File: src/rtl/unsigned_alu_div_pow_top_macros.svh
// assertion macros for the unsigned alu
`ifndef UNSIGNED_ALU_DIV_POW_TOP_MACROS_SVH
`define UNSIGNED_ALU_DIV_POW_TOP_MACROS_SVH

// implication checked on every clock edge outside reset
`define UADP_ASSERT_IMPL(label, clk, rst_n, ante, cons, msg) \
    label: assert property (@(posedge clk) disable iff (!rst_n) (ante) |-> (cons)) \
        else $error(msg);

// next-cycle implication
`define UADP_ASSERT_NEXT(label, clk, rst_n, ante, cons, msg) \
    label: assert property (@(posedge clk) disable iff (!rst_n) (ante) |=> (cons)) \
        else $error(msg);

`endif

File: src/rtl/uadp_pkg.sv
// shared types and constants for the unsigned alu
package uadp_pkg;
    localparam int DATA_WIDTH_DEF = 32;
    localparam int FRACTION_WIDTH_DEF = 32;
    localparam int OPCODE_WIDTH = 3;

    typedef enum logic [OPCODE_WIDTH-1:0] {
        OP_ADD  = 3'd0,
        OP_SUB  = 3'd1,
        OP_MUL  = 3'd2,
        OP_DIV  = 3'd3,
        OP_FRAC = 3'd4,
        OP_POW  = 3'd5
    } opcode_t;
endpackage

File: src/rtl/uadp_mul.sv
// shift-and-add multiplier, one multiplier bit per cycle, low product bits only
module uadp_mul #(
    parameter int DATA_WIDTH = uadp_pkg::DATA_WIDTH_DEF
) (
    input  logic                  clk,
    input  logic                  rst_n,
    input  logic                  start,
    input  logic [DATA_WIDTH-1:0] x,
    input  logic [DATA_WIDTH-1:0] y,
    output logic                  busy,
    output logic [DATA_WIDTH-1:0] product
);
    localparam int CW = $clog2(DATA_WIDTH + 1);

    logic [DATA_WIDTH-1:0] mcand_reg;
    logic [DATA_WIDTH-1:0] mplier_reg;
    logic [DATA_WIDTH-1:0] acc_reg;
    logic [CW-1:0]         cnt_reg;

    always_ff @(posedge clk or negedge rst_n)
    begin
        if (!rst_n)
        begin
            cnt_reg <= '0;
        end
        else if (start)
        begin
            cnt_reg <= CW'(DATA_WIDTH);
        end
        else if (cnt_reg != '0)
        begin
            cnt_reg <= cnt_reg - 1'b1;
        end
    end

    always_ff @(posedge clk)
    begin
        if (start)
        begin
            mcand_reg  <= x;
            mplier_reg <= y;
            acc_reg    <= '0;
        end
        else if (cnt_reg != '0)
        begin
            if (mplier_reg[0])
            begin
                acc_reg <= acc_reg + mcand_reg;
            end
            mcand_reg  <= {mcand_reg[DATA_WIDTH-2:0], 1'b0};
            mplier_reg <= {1'b0, mplier_reg[DATA_WIDTH-1:1]};
        end
    end

    assign busy    = (cnt_reg != '0);
    assign product = acc_reg;
endmodule

File: config.mk
export PLATFORM = sky130hd
export DESIGN_NAME = uadp_mul
export DESIGN_NICKNAME = d
export VERILOG_FILES = /design/src/rtl/unsigned_alu_div_pow_top_macros.svh /design/src/rtl/uadp_pkg.sv /design/src/rtl/uadp_mul.sv
export SDC_FILE = /design/constraint.sdc
export NUM_CORES = 1
export LEC_CHECK = 0
export BUFFER_PORTS_ARGS = -buffer_cell sky130_fd_sc_hd__buf_2
export CAP_MARGIN = 20
export CORE_MARGIN = 5
export CORE_UTILIZATION = 55
export DETAILED_ROUTE_END_ITERATION = 8
export GPL_TIMING_DRIVEN = 0
export PLACE_DENSITY_LB_ADDON = 0.2
export SLEW_MARGIN = 30
export SYNTH_ARGS = -nofsm -noshare
export SYNTH_HDL_FRONTEND = slang
export SYNTH_SLANG_ARGS = --single-unit
File: constraint.sdc
create_clock -name clk -period 3.55 [get_ports clk]
set_input_delay 0.71 -clock clk [delete_from_list [all_inputs] [get_ports clk]]
set_output_delay 0.71 -clock clk [all_outputs]
set_load 0.005 [all_outputs]
==> impl_metrics.csv <==
group,metric,value,unit
clock_network,cts_hold_buffers,0,
sta,post-route-period-util,0.838,
pwr,total_power,5.17,mW
worst_setup_path,endpoint_kind,"flop",
logic_synthesis,synth.avg_cell_area,11.1,um^2
worst_hold_path,holdCritPathClass,"primary input to asynchronous set/reset pin",
logic_synthesis,synth_ff_type,"edfxtp_1",
sta,setup_viol,0,
job,max_cap_violations,0,
sta,hold_violations,0,
clock_network,htreeDepth,3,
logic_synthesis,ys_seq_area_frac,0.474,
logic_synthesis,synth_top_area_share,0.336,
finish,fin_nets,725,
clock_network,cts_setup_buffers,0,
routing,antenna_left,0,
logic_synthesis,synth_top_area_cell,"edfxtp_1",
logic_synthesis,ys_ff_latch,102,
global_routing,antenna_found_initial,0,
sta,worst_slew_pin_slew,0.679,ns
global_routing,grt_max_degree,44,
floorplan,die_y,112,um
floorplan,fp.dieW,112,um
finish,antenna_cells,0,
finish,utilization,0.648,
routing,drt_iter0_drc,163,
sta,relSlewSlack,0.548,
logic_synthesis,synth_edf_count,64,
clock_network,numCtsBuffers,9,
finish,drive_gt1_frac,0.314,
pwr,clock_power_share,0.155,
floorplan,io_pins,100,
logic_synthesis,synthArstFlopShare,0.0588,
logic_synthesis,ys_types,61,
worst_setup_path,crit_type,"flop to flop",
clock_network,worstSkewPairLatency,0.38,ns
sta,rsz0062_at_grt,"no",
global_routing,track_usage,0.206,
routing,routed_wl,12.7,mm
routing,wl_met2,6.18,mm
sta,period_needed,2.97,ns
pwr,p_per_area,780,nW/um^2
global_routing,grt_pass1_wl,21.1,mm
clock_network,cts_tree,"done",
clock_network,numClockSinks,102,
pwr,p_seq_frac,0.369,
logic_synthesis,yosys_warnings,0,
routing,routed-wl-met3,768,um
pwr,p_sw_frac,0.385,
routing,met1_length,5.52,mm
pwr,p_comb_frac,0.475,
sta,slew_viol_final,0,
finish,area_delta_synth_final,15.7,%
placement,gp_congestion,0.876,
sta,whs,0.132,ns
floorplan,num_rows,37,
sta,tns,0,ns
logic_synthesis,syn-num-nets,615,
sta,timing.fmax,336,MHz
floorplan,start_util,0.560,
worst_setup_path,worstPathRequired,3.80,ns
worst_setup_path,critPathMaxFanout,4,
logic_synthesis,synthCells,515,
clock_network,cts_buffer_depth,2,
routing,drc,0,
pwr,vdd_ir_drop_max,0.382,mV
outcome,outcome,"finished clean",
routing,highest_layer,"met4",
worst_setup_path,cp.arrival,3.22,ns
pwr,intPower,3.18,mW
sta,finClkSkew,0.0119,ns
clock_network,clkSlewWorstSetupHoldPaths,0.10,ns
placement,portBuffers,98,
clock_network,ctsResizeCount,0,
global_routing,grt_pass1_vias,4389,
clock_network,root_buffer,"clkbuf_8",
routing,wl_per_cell,16.6,um
logic_synthesis,synthTopCellsByArea,"edfxtp_1, mux2_2, dfxtp_1",
floorplan,coreArea,10200,um^2
worst_setup_path,cp-start-kind,"flop",
global_routing,grt_overflow,0,
routing,vias,4320,
routing,via_per_inst,5.64,
routing,dr.pass1.iters,5,
pwr,p_leak,2.92,nW
logic_synthesis,synth.cell_area,5730,um^2
floorplan,die_area,12600,um^2
placement,hpwlAfterDp,9.50,mm
pwr,switchingPower,1.99,mW
==> final timing paths <==
kind | depth (start not counted) | to | start | slack, ns
worst max-delay path | 10 | product[30] | mcand_reg[0] | 0.58
worst min-delay path | 1 | cnt_reg[5] | rst_n | 0.13
worst max register to register | 10 | product[30] | mcand_reg[0] | 0.58
worst min register to register | 2 | product[3] | product[3] | 0.49
max in group asynchronous | 1 | cnt_reg[2] | rst_n | 3.27
min in group clk | 2 | product[3] | product[3] | 0.49
==> routing by layer <==
metal,GRT usage,up-vias
met5,0,-
li1,-,2147
met1,0.259,2027
met2,0.345,128
met4,0.0793,0
met3,0.0496,18
==> power groups by stage <==
stage               logic (mW)  clock network, mW  registers, mW
floorplan                 1.83                  0           1.89
global placement          2.36                  0           1.93
detailed placement        2.44                  0           1.94
CTS                       2.45              0.824           1.91
global route              2.74              0.878           1.96
finish                    2.46              0.803           1.91
==> cells by family (layout without fill, tap and decap cells) <==
| group | Yosys count | count (layout) | synth area share |
|---|---|---|---|
| muxes | 63 | 63 | 0.124 |
| buffers and inverters | 32 | 147 | 0.0297 |
| and+or+nand+nor | 141 | 141 | 0.118 |
| xor gates and xnor gates | 21 | 21 | 0.0321 |
| AOI/OAI and AO/OA | 123 | 123 | 0.150 |
| adders and majority gates | 33 | 33 | 0.0734 |
| DFF | 102 | 102 | 0.474 |
==> cell usage in the layout, fill, tap and decap left out, types with 7 or more instances in the layout <==
master and count:
dfxtp_1 32, clkbuf_8 11, inv_1 8, a21o_1 20, nand3_1 19, o21ai_0 15, edfxtp_1 64, buf_2 101
clkbuf_1 10, nor2_1 22, mux2_2 62, or3_1 7, xor2_1 7, a21oi_1 39, ha_1 32, nand2_1 56
xnor2_1 14
==> stage by stage <==
stage / instances / setup WS (ns) / instance area (um^2)
floorplan: 515 / 0.517 / 5730
global placement: 749 / -0.564 / 6390
detailed placement: 750 / 0.581 / 6420
CTS: 766 / 0.563 / 6630
global route: 766 / 0.455 / 6630
finish: 766 / 0.576 / 6630
==> worst max-delay path, cell delays in order, from the launching register on <==
cell and delay [ns]:
edfxtp_1 0.39, ha_1 0.22, fa_1 0.42, a21o_1 0.22, a221o_1 0.36, o2111ai_1 0.31
a31o_2 0.27, o21ai_2 0.10, a32oi_1 0.22, mux2i_1 0.24, o32ai_1 0.09
==> final cells by class <==
class | instances | area [um^2]
Multi-Input combinational cell | 381 | 2850
Timing Repair Buffer | 99 | 510
Buffer | 24 | 140
Clock inverter | 6 | 86.3
Fill cell | 831 | 3600
Clock buffer | 10 | 128
Inverter | 8 | 30.0
Sequential cell | 102 | 2710
Tap cell | 136 | 170
==> synth_stat cells (8+ instances only) <==
cell      count
inv_1         8
a21o_1       20
ha_1         32
o21ai_0      15
nor2_1       22
nand3_1      19
a21oi_1      39
mux2_2       62
edfxtp_1     64
dfxtp_1      32
nand2_1      56
xnor2_1      14
clkbuf_1      9
Note: power is estimated with default switching activity, not from simulation.
