$ cat src/rtl/unsigned_alu_div_pow_top_macros.svh
// assertion macros for the unsigned alu
`ifndef UNSIGNED_ALU_DIV_POW_TOP_MACROS_SVH
`define UNSIGNED_ALU_DIV_POW_TOP_MACROS_SVH

// implication checked on every clock edge outside reset
`define UADP_ASSERT_IMPL(label, clk, rst_n, ante, cons, msg) \
    label: assert property (@(posedge clk) disable iff (!rst_n) (ante) |-> (cons)) \
        else $error(msg);

// next-cycle implication
`define UADP_ASSERT_NEXT(label, clk, rst_n, ante, cons, msg) \
    label: assert property (@(posedge clk) disable iff (!rst_n) (ante) |=> (cons)) \
        else $error(msg);

`endif

$ cat src/rtl/uadp_pkg.sv
// shared types and constants for the unsigned alu
package uadp_pkg;
    localparam int DATA_WIDTH_DEF = 32;
    localparam int FRACTION_WIDTH_DEF = 32;
    localparam int OPCODE_WIDTH = 3;

    typedef enum logic [OPCODE_WIDTH-1:0] {
        OP_ADD  = 3'd0,
        OP_SUB  = 3'd1,
        OP_MUL  = 3'd2,
        OP_DIV  = 3'd3,
        OP_FRAC = 3'd4,
        OP_POW  = 3'd5
    } opcode_t;
endpackage

$ cat src/rtl/uadp_div.sv
// restoring divider, one quotient bit per cycle, integer then fraction bits
module uadp_div #(
    parameter int DATA_WIDTH     = uadp_pkg::DATA_WIDTH_DEF,
    parameter int FRACTION_WIDTH = uadp_pkg::FRACTION_WIDTH_DEF
) (
    input  logic                      clk,
    input  logic                      rst_n,
    input  logic                      start,
    input  logic                      with_frac,
    input  logic [DATA_WIDTH-1:0]     dividend,
    input  logic [DATA_WIDTH-1:0]     divisor,
    output logic                      busy,
    output logic [DATA_WIDTH-1:0]     quotient,
    output logic [FRACTION_WIDTH-1:0] fraction
);
    localparam int TW = DATA_WIDTH + FRACTION_WIDTH;
    localparam int CW = $clog2(TW + 1);

    // dividend bits shift out at the top, zeros follow for fraction bits
    logic [TW-1:0]         num_reg;
    logic [TW-1:0]         quo_reg;
    logic [DATA_WIDTH-1:0] rem_reg;
    logic [DATA_WIDTH-1:0] den_reg;
    logic [CW-1:0]         cnt_reg;
    logic [DATA_WIDTH:0]   trial;
    logic [DATA_WIDTH:0]   diff;

    assign trial = {rem_reg, num_reg[TW-1]};
    assign diff  = trial - {1'b0, den_reg};

    always_ff @(posedge clk or negedge rst_n)
    begin
        if (!rst_n)
        begin
            cnt_reg <= '0;
        end
        else if (start)
        begin
            cnt_reg <= with_frac ? CW'(TW) : CW'(DATA_WIDTH);
        end
        else if (cnt_reg != '0)
        begin
            cnt_reg <= cnt_reg - 1'b1;
        end
    end

    always_ff @(posedge clk)
    begin
        if (start)
        begin
            num_reg <= {dividend, {FRACTION_WIDTH{1'b0}}};
            quo_reg <= '0;
            rem_reg <= '0;
            den_reg <= divisor;
        end
        else if (cnt_reg != '0)
        begin
            num_reg <= {num_reg[TW-2:0], 1'b0};
            if (!diff[DATA_WIDTH])
            begin
                rem_reg <= diff[DATA_WIDTH-1:0];
                quo_reg <= {quo_reg[TW-2:0], 1'b1};
            end
            else
            begin
                rem_reg <= trial[DATA_WIDTH-1:0];
                quo_reg <= {quo_reg[TW-2:0], 1'b0};
            end
        end
    end

    assign busy = (cnt_reg != '0);
    // integer mode stops early: quotient then sits in the low bits
    always_comb
    begin
        if (with_frac)
        begin
            quotient = quo_reg[TW-1:FRACTION_WIDTH];
            fraction = quo_reg[FRACTION_WIDTH-1:0];
        end
        else
        begin
            quotient = quo_reg[DATA_WIDTH-1:0];
            fraction = '0;
        end
    end
endmodule

$ cat config.mk
export PLATFORM = sky130hd
export DESIGN_NAME = uadp_div
export DESIGN_NICKNAME = d
export VERILOG_FILES = /design/src/rtl/unsigned_alu_div_pow_top_macros.svh /design/src/rtl/uadp_pkg.sv /design/src/rtl/uadp_div.sv
export SDC_FILE = /design/constraint.sdc
export NUM_CORES = 1
export LEC_CHECK = 0
export ABC_AREA = 1
export BUFFER_PORTS_ARGS = -buffer_cell sky130_fd_sc_hd__buf_4
export CAP_MARGIN = 15
export CORE_AREA = 2 2 160 162
export DETAILED_ROUTE_END_ITERATION = 8
export DIE_AREA = 0 0 162 164
export SLEW_MARGIN = 10
export SYNTH_ARGS = -nofsm -noshare
export SYNTH_HDL_FRONTEND = slang
export SYNTH_SLANG_ARGS = --single-unit
$ cat constraint.sdc
create_clock -name clk -period 7.5 [get_ports clk]
set_clock_uncertainty 0.1 [all_clocks]
set_input_delay 1.5 -clock clk [delete_from_list [all_inputs] [get_ports clk]]
set_output_delay 1.5 -clock clk [all_outputs]
set_load 0.05 [all_outputs]
==> results of run 1 <==
area by class of cell:
| cell class | instances | area (sq um) | share of cell area [%] |
|---|---|---|---|
| inverters | 304 | 1140 | 9.89 |
| clock buffers | 17 | 425 | 3.68 |
| clock inverters | 15 | 179 | 1.55 |
| repair buffers | 135 | 1010 | 8.77 |
| well taps | 330 | 413 | 3.57 |
| multi-input cells | 895 | 4360 | 37.8 |
| flip-flops and latches | 167 | 4020 | 34.8 |
kinds of logic (layout without fill, tap and decap cells):
logic type               after synthesis  count (layout)  synth area share (%)
AND/OR/NAND/NOR                      721             721                  31.6
buffers and inverters                347             471                  13.9
flip-flops                           167             167                  41.3
AO/OA/AOI/OAI                        131             131                  7.90
adder cells (fa/ha/maj)               34              34                  4.45
XOR/XNOR                               9               9                 0.810
metal layers:
| metal | up-vias | GRT usage [%] |
|---|---|---|
| li1 | 4553 | - |
| met1 | 3785 | 25.0 |
| met2 | 140 | 30.9 |
| met3 | 18 | 3.28 |
| met4 | 0 | 4.51 |
| met5 | - | 0 |
tightest hold or removal path, cell delays in order (launching register included):
cell     delay, ps
dfxtp_1        330
nand2_1         60
nand2_1         40
per-stage QoR:
stage | utilization, % | total power, mW
2_1_floorplan | - | 1.66
3_3_place_gp | 44.1 | 1.82
3_5_place_dp | 44.1 | 1.83
4_1_cts | 46.6 | 2.74
5_1_grt | 46.6 | 2.88
6_report | 46.6 | 2.71
how the worst max path moves through the flow:
stage              start      endpoint  cells after the start
2_1_floorplan  with_frac  quotient[25]                      3
3_3_place_gp   with_frac   quotient[2]                      3
3_5_place_dp   with_frac  quotient[28]                      4
4_1_cts        with_frac  quotient[28]                      4
5_1_grt        with_frac   quotient[0]                      4
6_report       with_frac  quotient[29]                      3
power by group:
group	internal, mW	switching, mW	total, mW
combinational	0.237	0.474	0.711
clock	0.454	0.446	0.900
sequential	1.05	0.0477	1.09
total	1.74	0.967	2.71
cells in the final DEF, fill, tap and decap left out, drive strengths merged, types with 11 or more instances in the layout:
| cell | Yosys | layout |
|---|---|---|
| nand2 | 567 | 567 |
| inv | 303 | 312 |
| buf | 14 | 135 |
| dfxtp | 96 | 96 |
| nand3 | 77 | 77 |
| edfxtp | 64 | 64 |
| o22ai | 63 | 63 |
| nor2 | 51 | 51 |
| o21ai | 37 | 37 |
| ha | 33 | 33 |
| a21oi | 26 | 26 |
| clkbuf | 29 | 17 |
| nand3b | 11 | 11 |
==> key figures, run 1 <==
Status
  • Status: complete, no violations

Drt
  • DR pass1 iterations: 5
  • Top Metal Used: met4
  • Via count: 8,496
  • DR WL/cell: 13.0 um
  • Total length of routed met3 wires: 933 um
  • DR iter-0 viols: 438
  • Antenna viol nets, final: 0
  • DRT met1 WL: 11,800 um
  • Post-route DRC: 0
  • Met2 WL: 11,200 um
  • Detailed-route vias per instance: 4.56
  • Drt total wl: 24,200 um

Clock network
  • Htree depth: 4
  • Num CTS Buffers: 17
  • Root Driver: clkbuf_16
  • Worst-path clk slew: 80 ps
  • CTS tree: built
  • # clock sinks: 167
  • Setup Buffers After CTS: 0
  • Post-CTS Resized: 0
  • Post-CTS Hold Buffers: 0
  • Latest clock arrival within the worst-skew pair: 430 ps
  • Clk buf depth: 2

STA
  • Slew @ Worst Pin: 1110 ps
  • Setup TNS: 0 ps
  • Final Hold Viols: 0
  • Post-route setup slack: 3270 ps
  • Max frequency: 0.236 GHz
  • WHS: 375 ps
  • Final min period: 4230 ps
  • Slew Viols, Final: 0
  • Fin crit share: 56.4%
  • Slew HR: 26.3%
  • Setup violations, final: 0
  • RSZ-0062 raised after global routing: false

Setup path
  • CP Max Fanout: 97
  • Nature of the critical path startpoint: input pin
  • WS Path Type: in2out
  • CP endpoint kind: primary output
  • Critical Path AT: 2630 ps
  • Most used cell, CP: buf_4
  • Worst path cell trace: buf_4 -> o21ai_0 -> buf_4
  • Critical path's slowest cell: buf_4
  • Data required, critical path: 5900 ps
  • R2r worst-path depth: 8
  • R2R Path Start: cnt_reg[0]
  • Cell family with most CP delay: buffers and inverters
  • Reg2reg setup slack: 3840 ps
  • Slowest stage delay, CP: 600 ps
  • FF-to-FF End: num_reg[49]
  • Worst path buffer plus inverter count: 2

Pwr
  • Peak supply drop: 0.143 mV
  • Pwr dens: 234 nW/um^2
  • Pleak: 6.08 nW

Cells and area
  • Layout area overhead: 18.7%
  • ANT cells: 0
  • # fillers: 2,623
  • Final Non-Filler Cells: 1,863
  • Max reg flops: 64
  • Final Net Count: 1,622
  • Layout cells sized above 1: 14.9%
  • Final instance area: 11,600 sq um

GRT
  • Global-route wire length before repair: 39,700 um
  • Grt total ovfl: 0
  • Vias in the first global route: 8,030
  • Antenna violations before repair: 0
  • Gr usage total: 18.5%
  • Largest net degree at the start of global routing: 98

Synthesis
  • Post-Synthesis Net Count: 1,511
  • Avg Synthesized Cell Area: 6.91 sq um
  • Asr flop ratio synth: 4.19%
  • Most frequent cells after synthesis: nand2_1 (531), inv_1 (297), dfxtp_1 (96)
  • Share of the synthesized area in the top cell type: 20.5%
  • Post-synthesis sequential area ratio: 41.3%
  • Yosys warning count: 0
  • Synth Flop Type: dfxtp_1
  • EDFF count, synth: 64
  • Cell with the most instances after synthesis: nand2_1
  • Mapped Area: 9740 sq um
  • Gate Count Post-Synth: 1,409
  • Top cells by area, synth: nand2_1 (20%), dfxtp_1 (20%), edfxtp_1 (20%)
  • Seq cells post-synth: 167
  • Yosys cell types: 39
  • Synth area leader: nand2_1

Place
  • IO Port Bufs: 132
  • Detailed Place HPWL: 17,900 um
  • GPL Wtd Cong: 0.908
  • Area after DPL: 11,000 sq um
  • Placed Instances: 1,831
  • Worst slack at placement: 3300 ps

Die
  • Die area: 26,600 sq um
  • Die Span Y: 164 um
  • CORE AREA: 24,800 sq um
  • Initial Util: 39.2%
  • Ports: 133
  • Die X-Extent: 162 um
  • # rows: 58

Hold path
  • Hold path start: rem_reg[24]
  • Worst Hold Depth: 2
  • Hold Path Sink: rem_reg[24]
  • Min-Delay Path Class: reg2reg

Flow run
  • Max_cap viols: 0
No activity file was read; power rests on OpenSTA's default activity.
==> run 2, diff against run 1 <==
Clock period 7.5 ns to 4.3 ns, I/O delays scaled along.
==> run 2 against run 1 <==
Net effect: worst hold slack lost 250 ps; highest routed layer unchanged; sequential share of layout area hardly changed; design area about the same; combinational power up 74%; count of clock-buffer cells in the layout unchanged; non-clock buffer count increased by 1.
==> key figures, run 2 (synthesis results as in run 1) <==
Place
  • Detailed Place HPWL: 17,500 um (-2.3%)
  • GPL Wtd Cong: 0.876 (-3.5%)
  • Worst slack at placement: 853 ps (-2450 ps)
  • IO Port Bufs: 132 (unchanged)

Die
  • Die Span Y: 164 um (unchanged)
  • Initial Util: 39.2% (unchanged)
  • Die area: 26,600 sq um (unchanged)
  • # rows: 58 (unchanged)
  • Ports: 133 (unchanged)
  • CORE AREA: 24,800 sq um (unchanged)
  • Die X-Extent: 162 um (unchanged)

Drt
  • Antenna viol nets, final: 0 (unchanged)
  • Post-route DRC: 0 (unchanged)
  • DR iter-0 viols: 525 (+20%)
  • Via count: 8,560 (+0.75%)
  • Detailed-route vias per instance: 4.59 (+0.70%)
  • Drt total wl: 24,000 um (-0.71%)
  • DR pass1 iterations: 5 (unchanged)
  • DR WL/cell: 12.9 um (-0.77%)

Pwr
  • Pwr dens: 405 nW/um^2 (+73%)
  • Peak supply drop: 0.251 mV (+76%)
  • Pleak: 6.08 nW (-0.15%)

STA
  • Final Hold Viols: 0 (unchanged)
  • RSZ-0062 raised after global routing: false
  • Slew Viols, Final: 0 (unchanged)
  • Setup TNS: 0 ps (unchanged)
  • Final min period: 3050 ps
  • Max frequency: 0.328 GHz
  • Post-route setup slack: 1250 ps (-2020 ps)
  • Slew HR: 25.8% (-0.55 points)
  • Setup violations, final: 0 (unchanged)
  • Fin crit share: 71.0%
  • Slew @ Worst Pin: 1110 ps (+8.25 ps)

Setup path
  • Crit path to: quotient[5]
  • R2r worst-path depth: 9 (+1)
  • FF-to-FF End: num_reg[40]
  • CP Max Fanout: 97 (unchanged)
  • Nature of the critical path startpoint: input pin
  • Reg2reg setup slack: 1480 ps (-2360 ps)
  • Start point of the critical path: with_frac
  • Data required, critical path: 3340 ps (-2560 ps)
  • WS Path Type: in2out
  • CP endpoint kind: primary output
  • R2R Path Start: cnt_reg[0]
  • Critical Path AT: 2090 ps (-540 ps)

Hold path
  • Min-Delay Path Class: in2async

Clock network
  • Root Driver: clkbuf_16
  • Setup Buffers After CTS: 0 (unchanged)
  • Clk buf depth: 2 (unchanged)
  • Worst-path clk slew: 70 ps (about the same)
  • Latest clock arrival within the worst-skew pair: 430 ps (about the same)
  • # clock sinks: 167 (unchanged)
  • CTS tree: built
  • Post-CTS Resized: 0 (unchanged)
  • Num CTS Buffers: 17 (unchanged)
  • Post-CTS Hold Buffers: 0 (unchanged)
  • Htree depth: 4 (unchanged)

GRT
  • Vias in the first global route: 8,238 (+2.6%)
  • Global-route wire length before repair: 40,000 um (+0.68%)
  • Gr usage total: 18.6% (+0.075 points)
  • Met3 usage: 3.89% (+0.61 points)
  • GR Util met2: 31.3% (+0.43 points)
  • Met1 GRT Util: 24.4% (-0.57 points)
  • Grt total ovfl: 0 (unchanged)
  • Antenna violations before repair: 0 (unchanged)
  • Gr busiest metal: met2
  • Largest net degree at the start of global routing: 98 (unchanged)

Cells and area
  • Commonest non-fill, non-tap cells in the layout: nand2_1 (531), inv_1 (295), buf_4 (136)
  • Final Net Count: 1,623 (+0.062%)
  • Max reg flops: 64 (unchanged)
  • Most common cell after layout, fill and taps aside: nand2_1
  • Layout cells sized above 1: 15.0% (+0.055 points)
  • # fillers: 2,606 (-0.65%)
  • ANT cells: 0 (unchanged)
  • Layout area overhead: 18.6% (about the same)

Flow run
  • Max_cap viols: 0 (unchanged)

Status
  • Status: complete, no violations
==> run 2: cell types whose count changed in the layout (fill, tap and decap cells not counted) <==
cell        previous run  this run
clkinv_8               5         4
inv_12                 1         0
buf_4                135       136
inv_6                  5         3
clkinv_1               1         2
clkinvlp_2             0         1
clkinv_4               0         3
inv_1                296       295
==> run 2: per-layer routing <==
layer  share of wire [%]  vias up
li1                    -     4547
met1                  47     3826
met2                  46      167
met3                 4.7       20
met4                 1.4        0
met5                   0        -
==> run 2: cell type report <==
class | instances | area (sq um) | share of cell area (%)
multi-input combinational | 895 | 4360 | 37.8
sequential | 167 | 4020 | 34.8
inverter | 304 | 1140 | 9.90
timing repair buffer | 136 | 1020 | 8.84
clock buffer | 17 | 425 | 3.69
tap | 330 | 413 | 3.58
clock inverter | 15 | 160 | 1.39
==> run 2: per-stage QoR <==
step / utilization [%] / cells / hold WS (ps) / power [mW] / instance area [sq um]
6_report: 46.5 / 1864 / 126 / 4.67 / 11500
5_1_grt: 46.5 / 1864 / 118 / 4.97 / 11500
4_1_cts: 46.5 / 1864 / 115 / 4.73 / 11500
3_5_place_dp: 44.2 / 1832 / 360 / 3.20 / 11000
3_3_place_gp: 44.2 / 1832 / 348 / 3.19 / 11000
2_1_floorplan: - / 1409 / 328 / 2.89 / 9740
==> run 2: worst max-delay path: stages <==
cell     delay, ps
buf_4          630
nand2_1        150
o21ai_0        150
buf_4          250
==> run 2: power breakdown <==
part / total [mW] / switching (mW) / internal [mW]
combinational: 1.24 / 0.827 / 0.416
clock: 1.52 / 0.741 / 0.775
sequential: 1.91 / 0.0875 / 1.83
total: 4.67 / 1.66 / 3.02
==> run 2: worst min path at each step <==
stage,startpoint,endpoint,cells past startpoint
after floorplan,quo_reg[63],quo_reg[63],2
after global placement,quo_reg[63],quo_reg[63],2
after detailed placement,quo_reg[63],quo_reg[63],2
after CTS,rst_n,cnt_reg[3],1
after global routing,rst_n,cnt_reg[0],1
final,rst_n,cnt_reg[2],1
==> run 3, diff against run 2 <==
Settings changed: ABC_AREA 1 to 0, CORE_AREA 2 2 160 162 to 2 2 152 154, DIE_AREA 0 0 162 164 to 0 0 154 156.
Clock period 4.3 ns to 3.1 ns, I/O delays scaled along.
==> run 3 against run 2 <==
Net effect: setup slack lost 1200 ps; highest routed layer unchanged; global-route usage shrank 1.6 points; first-iteration DRC count shrank 10%; clock power grew 39%; cell count shrank 26%; largest power group is now combinational logic; flip-flop and latch count is the same; design area shrank 3.7%; critical path type is now reg2reg.
==> key figures, run 3 <==
Status
  • Status: complete, no violations

Drt
  • Antenna viol nets, final: 0 (unchanged)
  • Post-route DRC: 0 (unchanged)
  • DR WL/cell: 14.7 um (+14%)
  • Detailed-route vias per instance: 5.07 (+10%)
  • DR pass1 iterations: 4 (-1)
  • DR iter-0 viols: 470 (-10%)
  • Drt total wl: 20,300 um (-15%)
  • Via count: 7,021 (-18%)

Clock network
  • Worst-path clk slew: 70 ps (about the same)
  • Latest clock arrival within the worst-skew pair: 440 ps (about the same)
  • # clock sinks: 167 (unchanged)
  • CTS tree: built
  • Clk buf depth: 2 (unchanged)
  • Htree depth: 4 (unchanged)
  • Num CTS Buffers: 17 (unchanged)
  • Root Driver: clkbuf_16

STA
  • Setup violations, final: 0 (unchanged)
  • Fin crit share: 99.6%
  • Final min period: 3090 ps
  • RSZ-0062 raised after global routing: true
  • Slew Viols, Final: 0 (unchanged)
  • Slew HR: 51.7% (+26 points)
  • Setup TNS: 0 ps (unchanged)
  • Max frequency: 0.324 GHz
  • Final Hold Viols: 0 (unchanged)
  • Slew @ Worst Pin: 725 ps (-388 ps)

Setup path
  • Start point of the critical path: num_reg[63]
  • WP depth: 14 (+10)
  • Reg2reg setup slack: 10 ps (-1470 ps)
  • CP endpoint kind: register
  • Data required, critical path: 3340 ps (about the same)
  • R2r worst-path depth: 14 (+5)
  • Cell family with most CP delay: compound AO/OA/AOI/OAI gates
  • Worst path cell trace: inv_1 -> ha_2 -> fa_2 -> nand2b_4 -> a21oi_4 -> o41ai_2 -> o31a_1 -> o22a_1 -> a31oi_4 -> buf_4 -> xnor2_4 -> buf_12 -> nor3_1 -> nor4_2
  • WS Path Type: reg2reg
  • FF-to-FF End: rem_reg[11]
  • Nature of the critical path startpoint: register
  • R2R Path Start: num_reg[63]
  • Crit path to: rem_reg[11]
  • Critical path's slowest cell: edfxtp_1
  • Worst path buffer plus inverter count: 3 (+1)
  • CP Max Fanout: 12 (-88%)
  • Critical Path AT: 3330 ps (+1240 ps)
  • Slowest stage delay, CP: 350 ps (-280 ps)

Die
  • Die area: 24,000 sq um (-9.6%)
  • Die X-Extent: 154 um (-4.9%)
  • Ports: 133 (unchanged)
  • Initial Util: 39.2% (-0.049 points)
  • CORE AREA: 22,400 sq um (-9.9%)
  • # rows: 55 (-5.2%)
  • Die Span Y: 156 um (-4.9%)

Cells and area
  • ANT cells: 0 (unchanged)
  • Max reg flops: 64 (unchanged)
  • Commonest non-fill, non-tap cells in the layout: buf_4 (170), nand2_1 (168), dfxtp_1 (96)
  • Most common cell after layout, fill and taps aside: buf_4
  • Layout cells sized above 1: 29.2% (+14 points)
  • Final Net Count: 1,188 (-27%)
  • Layout area overhead: 26.9%
  • Final Non-Filler Cells: 1,384 (-26%)

Synthesis
  • Seq cells post-synth: 167 (unchanged)
  • Post-Synthesis Net Count: 1,044 (-31%)
  • Gate Count Post-Synth: 942 (-33%)
  • Post-synthesis sequential area ratio: 45.9% (+4.6 points)
  • Most frequent cells after synthesis: nand2_1 (169), a21oi_1 (97), dfxtp_1 (96)
  • Synth area leader: dfxtp_1
  • Mapped Area: 8760 sq um (-10%)
  • Asr flop ratio synth: 4.19% (unchanged)
  • Yosys warning count: 0 (unchanged)
  • Synth Flop Type: dfxtp_1
  • Yosys cell types: 58 (+49%)
  • Avg Synthesized Cell Area: 9.30 sq um (+35%)
  • Top cells by area, synth: dfxtp_1 (22%), edfxtp_1 (22%), mux2_2 (8.1%)
  • Share of the synthesized area in the top cell type: 21.9% (+1.5 points)
  • Cell with the most instances after synthesis: nand2_1
  • EDFF count, synth: 64 (unchanged)

GRT
  • Antenna violations before repair: 0 (unchanged)
  • Grt total ovfl: 0 (unchanged)
  • Vias in the first global route: 6,664 (-19%)
  • Gr usage total: 17.0% (-1.6 points)
  • Gr busiest metal: met2
  • Met3 usage: 2.86% (-1.0 points)
  • Global-route wire length before repair: 33,200 um (-17%)
  • GR Util met2: 27.7% (-3.7 points)
  • Largest net degree at the start of global routing: 70 (-29%)
  • Met1 GRT Util: 22.9% (-1.5 points)

Pwr
  • Pleak: 4.65 nW (-24%)
  • Pwr dens: 750 nW/um^2 (+85%)
  • Peak supply drop: 0.469 mV (+87%)

Hold path
  • Min-Delay Path Class: in2reg

Place
  • Detailed Place HPWL: 13,600 um (-22%)
  • GPL Wtd Cong: 0.840 (-4.2%)
  • IO Port Bufs: 132 (unchanged)
  • Placed Instances: 1,345 (-27%)

Flow run
  • Max_cap viols: 0 (unchanged)
[run 3: repair_timing]
action	4_1_cts	5_1_grt
gates resized for setup	6	15
cloned	1	1
hold endpoints to repair	7	0
endpoints found under the setup margin	31	33
hold buffers	1	0
pin swaps	15	10
buffers inserted	2	2
[run 3: layer usage]
layer / vias to the layer above / wire length, um
li1: 3587 / -
met1: 3271 / 9700
met2: 141 / 9470
met3: 22 / 797
met4: 0 / 342
met5: - / 0
[run 3: per-stage QoR]
stage	instance area [sq um]	power (mW)	hold WS [ps]	worst slack [ps]	util, %
after floorplan	8800	5.10	224	2.93	-
after global placement	10300	5.95	336	-112	46.1
after detailed placement	10300	5.98	341	-181	46.1
after CTS	11000	8.26	232	-29.4	49.2
after global routing	11100	8.87	240	-198	49.7
final	11100	8.34	254	11.5	49.7
[run 3: layout make-up]
cell class	count	area, sq um
inverter	42	159
clock buffer	18	439
sequential	167	4020
timing repair buffer	183	1510
tap	285	357
multi-input combinational	675	4480
clock inverter	14	155
fill	2108	11200
[run 3: worst reg2reg max path: cells and delay by family, from the launching register on]
family	cells	cell delay (ps)
buf+inv	3	410
flops	1	350
fa+ha+maj	2	520
xor+xnor	1	180
simple gates	3	490
compound gates	5	940
[run 3: cell families (layout without fill, tap and decap cells)]
family	Yosys count	in the layout	share of synthesized area, %
fa+ha+maj	34	34	4.94
compound gates	177	177	12.6
simple gates	367	367	20.4
xor+xnor	32	32	3.41
mux	65	65	8.33
buf+inv	100	257	4.46
flops	167	167	45.9
[run 3: how the worst min path moves through the flow]
stage / startpoint / endpoint / depth (start not counted)
5_1_grt: divisor[21] / den_reg[21] / 1
3_5_place_dp: rst_n / cnt_reg[2] / 1
3_3_place_gp: rst_n / cnt_reg[2] / 1
2_1_floorplan: rst_n / cnt_reg[0] / 0
4_1_cts: divisor[19] / den_reg[19] / 1
6_report: divisor[19] / den_reg[19] / 1
[run 3: power by group]
part | total (mW) | internal [mW] | leakage [nW] | switching, mW
Sequential | 2.86 | 2.64 | 1.52 | 0.218
Clock | 2.12 | 1.10 | 0.286 | 1.02
Combinational | 3.36 | 1.47 | 2.84 | 1.89
Total | 8.34 | 5.21 | 4.65 | 3.13
